`src/design/ppm_pkg.sv`:
```
// ----------------------------------------------------------------------------
// ppm_pkg
// Types and constants of the ASCII PPM (P3) to RGBA parser.
// ----------------------------------------------------------------------------
`default_nettype none

package ppm_pkg;

  localparam logic [7:0] CH_HASH  = 8'h23;
  localparam logic [7:0] CH_SPACE = 8'h20;
  localparam logic [7:0] CH_TAB   = 8'h09;
  localparam logic [7:0] CH_CR    = 8'h0D;
  localparam logic [7:0] CH_LF    = 8'h0A;
  localparam logic [7:0] CH_ZERO  = 8'h30;
  localparam logic [7:0] CH_NINE  = 8'h39;

  localparam logic [7:0]  ALPHA_OPAQUE = 8'hFF;
  localparam logic [15:0] VALUE_MAX    = 16'hFFFF;
  localparam logic [2:0]  HEADER_DONE  = 3'd4;
  localparam logic [2:0]  TOK_WIDTH    = 3'd1;
  localparam logic [2:0]  TOK_HEIGHT   = 3'd2;

  localparam logic [1:0] KIND_WIDTH  = 2'd0;
  localparam logic [1:0] KIND_HEIGHT = 2'd1;
  localparam logic [1:0] KIND_PIXEL  = 2'd2;

  localparam logic [1:0] COMP_FIRST  = 2'd0;
  localparam logic [1:0] COMP_SECOND = 2'd1;

  typedef struct packed {
    logic [7:0] data_byte;
    logic       start_of_image;
  } in_item_t;

  typedef struct packed {
    logic [1:0]  result_kind;
    logic [15:0] dimension;
    logic [7:0]  byte_zero;
    logic [7:0]  byte_one;
    logic [7:0]  byte_two;
    logic [7:0]  byte_three;
  } out_item_t;

  typedef struct packed {
    logic        in_comment;
    logic        token_active;
    logic [15:0] token_value;
    logic        token_frozen;
    logic [2:0]  token_index;
    logic [1:0]  component_index;
    logic [7:0]  held_first;
    logic [7:0]  held_second;
  } parse_state_t;

  // result of one byte through the step logic
  typedef struct packed {
    logic         emit;
    out_item_t    item;
    parse_state_t state_next;
  } step_result_t;

endpackage

`default_nettype wire

```
`src/design/ppm_step.sv`:
```
// ----------------------------------------------------------------------------
// ppm_step
// Per-byte parse logic: comment tracking, token accumulation, token close.
// ----------------------------------------------------------------------------
`default_nettype none

module ppm_step (
  input  wire ppm_pkg::in_item_t     item,
  input  wire ppm_pkg::parse_state_t state,
  output ppm_pkg::step_result_t      result
);

  ppm_pkg::parse_state_t cur;
  ppm_pkg::parse_state_t nxt;
  ppm_pkg::out_item_t    res;
  logic        emit;
  logic        is_sep;
  logic        is_digit;
  logic [19:0] scaled;
  logic [7:0]  comp;

  always_comb begin
    cur = item.start_of_image ? '0 : state;
    nxt = cur;
    res = '0;
    emit = 1'b0;
    comp = cur.token_value[7:0];
    is_sep = (item.data_byte == ppm_pkg::CH_SPACE) || (item.data_byte == ppm_pkg::CH_TAB) ||
             (item.data_byte == ppm_pkg::CH_CR) || (item.data_byte == ppm_pkg::CH_LF);
    is_digit = (item.data_byte >= ppm_pkg::CH_ZERO) && (item.data_byte <= ppm_pkg::CH_NINE);
    // value * 10 + digit
    scaled = {1'b0, cur.token_value, 3'b000} + {3'b000, cur.token_value, 1'b0}
             + {16'h0000, item.data_byte[3:0]};

    if (item.data_byte == ppm_pkg::CH_HASH) begin
      nxt.in_comment = 1'b1;
    end else if (cur.in_comment) begin
      if (item.data_byte == ppm_pkg::CH_LF) begin
        nxt.in_comment = 1'b0;
      end
    end else if (is_sep) begin
      if (cur.token_active) begin
        nxt.token_active = 1'b0;
        nxt.token_value  = '0;
        nxt.token_frozen = 1'b0;
        if (cur.token_index < ppm_pkg::HEADER_DONE) begin
          nxt.token_index = cur.token_index + 3'd1;
        end
        if (cur.token_index == ppm_pkg::TOK_WIDTH) begin
          emit = 1'b1;
          res.result_kind = ppm_pkg::KIND_WIDTH;
          res.dimension   = cur.token_value;
        end else if (cur.token_index == ppm_pkg::TOK_HEIGHT) begin
          emit = 1'b1;
          res.result_kind = ppm_pkg::KIND_HEIGHT;
          res.dimension   = cur.token_value;
        end else if (cur.token_index >= ppm_pkg::HEADER_DONE) begin
          if (cur.component_index == ppm_pkg::COMP_FIRST) begin
            nxt.held_first      = comp;
            nxt.component_index = ppm_pkg::COMP_SECOND;
          end else if (cur.component_index == ppm_pkg::COMP_SECOND) begin
            nxt.held_second     = comp;
            nxt.component_index = cur.component_index + 2'd1;
          end else begin
            emit = 1'b1;
            res.result_kind = ppm_pkg::KIND_PIXEL;
            res.byte_zero   = cur.held_second;
            res.byte_one    = cur.held_first;
            res.byte_two    = comp;
            res.byte_three  = ppm_pkg::ALPHA_OPAQUE;
            nxt.component_index = ppm_pkg::COMP_FIRST;
          end
        end
      end
    end else begin
      nxt.token_active = 1'b1;
      if (is_digit) begin
        if (!cur.token_frozen) begin
          nxt.token_value = (|scaled[19:16]) ? ppm_pkg::VALUE_MAX : scaled[15:0];
        end
      end else begin
        nxt.token_frozen = 1'b1;
      end
    end
  end

  assign result.emit       = emit;
  assign result.item       = res;
  assign result.state_next = nxt;

endmodule

`default_nettype wire

```
`src/design/ppm_ascii_rgba_parser_unit.sv`:
```
// ----------------------------------------------------------------------------
// ppm_ascii_rgba_parser_unit
// ASCII PPM (P3) byte stream parser: reports width, height and RGBA pixels.
// ----------------------------------------------------------------------------
//  channel | signals                        | carries
//  --------+--------------------------------+--------------------------------
//  in      | in_valid, in_ready, in_data    | one text byte + start_of_image
//  out     | out_valid, out_ready, out_data | width, height or one pixel word
//
//  One byte per cycle sustained while no output word stalls; a result passes
//  the input register, then the parse logic into the output register.
//  The parse state update is a registered loop around the step logic.
//  rst clears the parse state and both valid flags.
//  A stalled output word holds; the input register still takes a byte as
//  long as it is empty.
`default_nettype none

module ppm_ascii_rgba_parser_unit (
  input  wire                 clk,
  input  wire                 rst,
  input  wire                 in_valid,
  output logic                in_ready,
  input  wire ppm_pkg::in_item_t in_data,
  output logic                out_valid,
  input  wire                 out_ready,
  output ppm_pkg::out_item_t  out_data
);

  ppm_pkg::in_item_t     in_reg;
  logic                  in_reg_valid;
  ppm_pkg::parse_state_t state;
  ppm_pkg::step_result_t step;
  logic                  advance;

  assign advance  = !out_valid || out_ready;
  assign in_ready = !in_reg_valid || advance;

  ppm_step u_step (
    .item   (in_reg),
    .state  (state),
    .result (step)
  );

  always_ff @(posedge clk) begin
    if (rst) begin
      in_reg_valid <= 1'b0;
      out_valid    <= 1'b0;
      state        <= '0;
    end else begin
      if (in_ready) begin
        in_reg_valid <= in_valid;
      end
      if (advance) begin
        out_valid <= in_reg_valid && step.emit;
        if (in_reg_valid) begin
          state <= step.state_next;
        end
      end
    end
  end

  always_ff @(posedge clk) begin
    if (in_ready && in_valid) begin
      in_reg <= in_data;
    end
    if (advance && in_reg_valid) begin
      out_data <= step.item;
    end
  end

endmodule

`default_nettype wire

```
`config.mk`:
```
export PLATFORM = sky130hd
export DESIGN_NAME = ppm_ascii_rgba_parser_unit
export DESIGN_NICKNAME = d
export VERILOG_FILES = /design/src/design/ppm_pkg.sv /design/src/design/ppm_step.sv /design/src/design/ppm_ascii_rgba_parser_unit.sv
export SDC_FILE = /design/constraint.sdc
export NUM_CORES = 1
export LEC_CHECK = 0
export BUFFER_PORTS_ARGS = -buffer_cell sky130_fd_sc_hd__buf_4
export CORE_ASPECT_RATIO = 1.2
export CORE_MARGIN = 5
export CORE_UTILIZATION = 46
export DETAILED_ROUTE_END_ITERATION = 8
export GPL_TIMING_DRIVEN = 1
export PLACE_DENSITY = 0.75
export SKIP_LAST_GASP = 1
export SLEW_MARGIN = 20
export SYNTH_ARGS = -nofsm -noshare
export SYNTH_HDL_FRONTEND = slang
export SYNTH_SLANG_ARGS = --single-unit
```
`constraint.sdc`:
```
create_clock -name clk -period 7.4 [get_ports clk]
set_input_delay 0 -clock clk [delete_from_list [all_inputs] [get_ports clk]]
set_output_delay 0 -clock clk [all_outputs]
set_load 0.005 [all_outputs]
```
==> summary.txt <==
================================================================================
TritonCTS clock tree ..............................................         done
Final weighted congestion in routability-driven placement .........        0.919
Synthesis-to-finish area growth ...................................        18.0%
Antenna violations before repair ..................................            0
Pwr dens ..........................................................  180 nW/um^2
Hold Slack ........................................................    0.0945 ns
Final Hold Violating Endpoints ....................................            0
Effective utilization at floorplan ................................        0.467
Via count normalized by instance count ............................         5.80
Vias in the first global route ....................................         4448
Worst-path cell with the longest stage delay ...................... sky130_fd_sc_hd__edfxtp_1
Antenna diodes ....................................................            0
LEAKAGE ...........................................................   0.00272 uW
Worst slew slack as a fraction of its limit .......................        0.299
Total negative setup slack ........................................         0 ns
Kind of critical path .............................................      reg2reg
GRT met1 Usage ....................................................        0.240
Synthesized area ..................................................   5380 sq um
Number of nets with antenna violations after detailed routing .....            0
Met3 demand-to-capacity share in global routing ...................       0.0326
Startpoint of the worst hold path .................................          rst
Status ............................................................ finished, final reports clean
DR pass1 iterations ...............................................            5
Total congestion overflow .........................................            0
Worst-skew pair later-pin latency .................................      0.35 ns
Final-report max-slew violation count .............................            0
Number of flip-flops under the largest register name ..............           42
Vertical extent of the die ........................................  128 microns
Setup violators final .............................................            0
Arrival time worst endpoint .......................................      4.66 ns
Transition time of the tightest slew-check pin ....................      1.05 ns
Number of buffers between clock root and the deepest sink .........            2
Number of synthesized register bits ...............................           93
Gate count after technology mapping ...............................          572
Highest clock frequency the design can meet .......................      224 MHz
Instance area at placement ........................................   5900 sq um
Leading cell type in the layout, fill and taps excluded ........... sky130_fd_sc_hd__buf_4
Peak VDD IR .......................................................      91.9 uV
Overall track demand over capacity in global routing ..............        0.201
Global route hottest layer ........................................         met2
Unrepaired setup endpoints after global routing ...................           no
# nets final ......................................................          677
Area of the core ..................................................  11500 sq um
Total number of cells along the worst setup path ..................           13
Clock Skew ........................................................   0.00839 ns
Number of buffers added by the clock tree synthesis step ..........            9
Horiz. Die Dim ....................................................  109 microns
Half-perimeter wire length of the detailed placement result ....... 10000 microns
Share of synthesized area occupied by flip-flops and latches ......        0.441
Number of placed I/O pins .........................................           65
Post-route DRC ....................................................            0
Number of filler instances in the final layout ....................         1040
Number of placement rows ..........................................           43
Total of warnings raised by yosys .................................            0
Global-route wire length before repair ............................ 22000 microns
Required time of the critical path ................................      7.59 ns
Count of buffers added by post-CTS timing repair for setup ........            0
Total clock sinks .................................................           93
Async set-reset flop share out of synthesis .......................            0
Final period util .................................................        0.603
Ordered cell list for the critical path ........................... inv_1 -> nand2_1 -> inv_1 -> ha_1 -> ha_1 -> o211ai_1 -> o21ai_1 -> a21boi_1 -> o31ai_1 -> xnor2_1 -> nand4_4 -> o31ai_1 -> a311oi_1
Pin count of the biggest net entering global routing ..............           57
Depth of the worst register-to-register path ......................           13
Iter 0 DRT Violations .............................................          389
Maximum fanout encountered on the critical timing path ............           28
Global Route met2 Usage ...........................................        0.357
Number of H-tree levels ...........................................            3
Post-Syn Area per Cell ............................................   9.40 sq um
Buf/Inv on CP .....................................................            2
Post-synth top flop ............................................... sky130_fd_sc_hd__edfxtp_1
Routed wirelength normalized by instance count .................... 17.6 microns
Number of port buffers ............................................           64
Worst stage delay on the critical path ............................      0.96 ns
Reg-to-Reg End .................................................... state[22]$_SDFFE_PP0P_
Count of cells along the worst hold path ..........................            2
Startpoint type of the worst setup path ...........................    flip-flop
Origin of the critical flop-to-flop path .......................... in_reg[0]$_DFFE_PP_
Total power .......................................................      1140 uW
Cell type group with the largest total delay on the critical path . compound AO/OA/AOI/OAI gates
Hold crit path type ...............................................       in2reg
Endpoint of the worst hold path ................................... state[14]$_SDFFE_PP0P_
Final critical-path required period ...............................      4.47 ns
Most frequent cells in the layout ................................. sky130_fd_sc_hd__buf_4, sky130_fd_sc_hd__nand2_1, sky130_fd_sc_hd__edfxtp_1
Max-capacitance violation count ...................................            0
Post-cts sizing count .............................................            0
Sort of element at the end of the critical path ...................    flip-flop
Die area ..........................................................  14000 sq um
Syn nets ..........................................................          621
Final cell area excluding filler cells ............................   6350 sq um
Synth unique cells ................................................           63
Fraction of final layout cells sized beyond drive strength 1 ......        0.160
Via Count .........................................................         4585
Clock-pin transition on the worst setup and hold timing paths .....      0.07 ns
Post-detailed-routing wire length ................................. 13900 microns
EDFF count, synth .................................................           51
FF-to-FF setup slack ..............................................      2.93 ns
Cell at the root of the clock tree ................................ sky130_fd_sc_hd__clkbuf_16
================================================================================
cell usage after synthesis (3+ instances only):
library cell / count / area [sq um]
sky130_fd_sc_hd__and2_1: 23 / 144
sky130_fd_sc_hd__xnor2_1: 8 / 70.1
sky130_fd_sc_hd__o211ai_1: 4 / 30.0
sky130_fd_sc_hd__nand3_1: 4 / 20.0
sky130_fd_sc_hd__or2_2: 6 / 37.5
sky130_fd_sc_hd__dfxtp_1: 42 / 841
sky130_fd_sc_hd__o22ai_1: 4 / 25.0
sky130_fd_sc_hd__buf_2: 3 / 15.0
sky130_fd_sc_hd__and3_1: 22 / 138
sky130_fd_sc_hd__a21oi_1: 48 / 240
sky130_fd_sc_hd__nand2b_1: 8 / 50.1
sky130_fd_sc_hd__a22oi_1: 14 / 105
sky130_fd_sc_hd__clkbuf_1: 21 / 78.8
sky130_fd_sc_hd__nand4_1: 4 / 25.0
sky130_fd_sc_hd__edfxtp_1: 51 / 1530
sky130_fd_sc_hd__a31oi_1: 4 / 25.0
sky130_fd_sc_hd__ha_1: 35 / 438
sky130_fd_sc_hd__nor2_1: 41 / 154
sky130_fd_sc_hd__a21o_1: 6 / 45.0
sky130_fd_sc_hd__nor4_1: 3 / 18.8
sky130_fd_sc_hd__a21oi_2: 3 / 26.3
sky130_fd_sc_hd__nor2b_1: 20 / 125
sky130_fd_sc_hd__xor2_1: 6 / 52.6
sky130_fd_sc_hd__inv_1: 16 / 60.1
sky130_fd_sc_hd__buf_4: 8 / 60.1
sky130_fd_sc_hd__nor3_1: 23 / 115
sky130_fd_sc_hd__nand2_1: 56 / 210
sky130_fd_sc_hd__o31ai_1: 10 / 75.1
sky130_fd_sc_hd__a22o_1: 3 / 26.3
sky130_fd_sc_hd__o21ai_0: 30 / 150
sky130_fd_sc_hd__a2111oi_0: 4 / 35.0
worst max path at each step:
stage	startpoint	end	slack, ns
6_report	in_reg[0]$_DFFE_PP_	state[22]$_SDFFE_PP0P_	2.93
5_1_grt	in_reg[0]$_DFFE_PP_	state[22]$_SDFFE_PP0P_	2.59
4_1_cts	in_reg[0]$_DFFE_PP_	state[22]$_SDFFE_PP0P_	2.97
3_5_place_dp	in_reg[0]$_DFFE_PP_	state[22]$_SDFFE_PP0P_	2.99
3_3_place_gp	in_reg[0]$_DFFE_PP_	state[22]$_SDFFE_PP0P_	3.11
2_1_floorplan	in_reg[0]$_DFFE_PP_	state[35]$_SDFFE_PP0P_	3.86
through the flow:
step                worst slack (ns)  std cells   util
detailed placement              2.99        762  0.513
global placement                3.11        762  0.513
floorplan                       3.86        572      -
global route                    2.59        790  0.551
finish                          2.93        790  0.551
CTS                             2.97        790  0.551
what timing repair did:
item,4_1_cts,5_1_grt
setup endpoints to repair,0,0
hold endpoints to repair,11,0
hold buffers,12,0
where the power goes:
group          switching, uW  internal, uW
Combinational           46.9          32.8
Clock                    207           288
Sequential              10.4           554
Total                    265           875
cell families after synthesis:
kind of cell             Yosys count  synth area share
flip-flops                        93             0.441
AO/OA/AOI/OAI                    156             0.190
buffers and inverters             51            0.0447
AND/OR/NAND/NOR                  221             0.213
XOR/XNOR                          15            0.0258
adder cells (fa/ha/maj)           36            0.0852
final cells by class:
type                    instances  area [sq um]  share of cell area
multi-input cells             428          2770               0.436
clock inverters                 6          72.6              0.0114
inverters                      16          60.1             0.00946
well taps                     157           196              0.0309
flip-flops and latches         93          2370               0.374
clock buffers                  10           250              0.0394
repair buffers                 80           631              0.0993
layer usage:
layer  vias up  wire length [microns]
met1      2183                   5720
met2       168                   7030
met5         -                      0
met4         0                    395
li1       2204                      -
met3        30                    723
worst register-to-register path: cells and delay by family, from the launching register on:
kind | cells | cell delay, ns
adder cells (fa/ha/maj) | 2 | 0.65
AO/OA/AOI/OAI | 6 | 1.34
AND/OR/NAND/NOR | 2 | 0.59
buffers and inverters | 2 | 0.57
XOR/XNOR | 1 | 0.21
flip-flops | 1 | 0.96
Note: power is estimated with default switching activity, not from simulation.
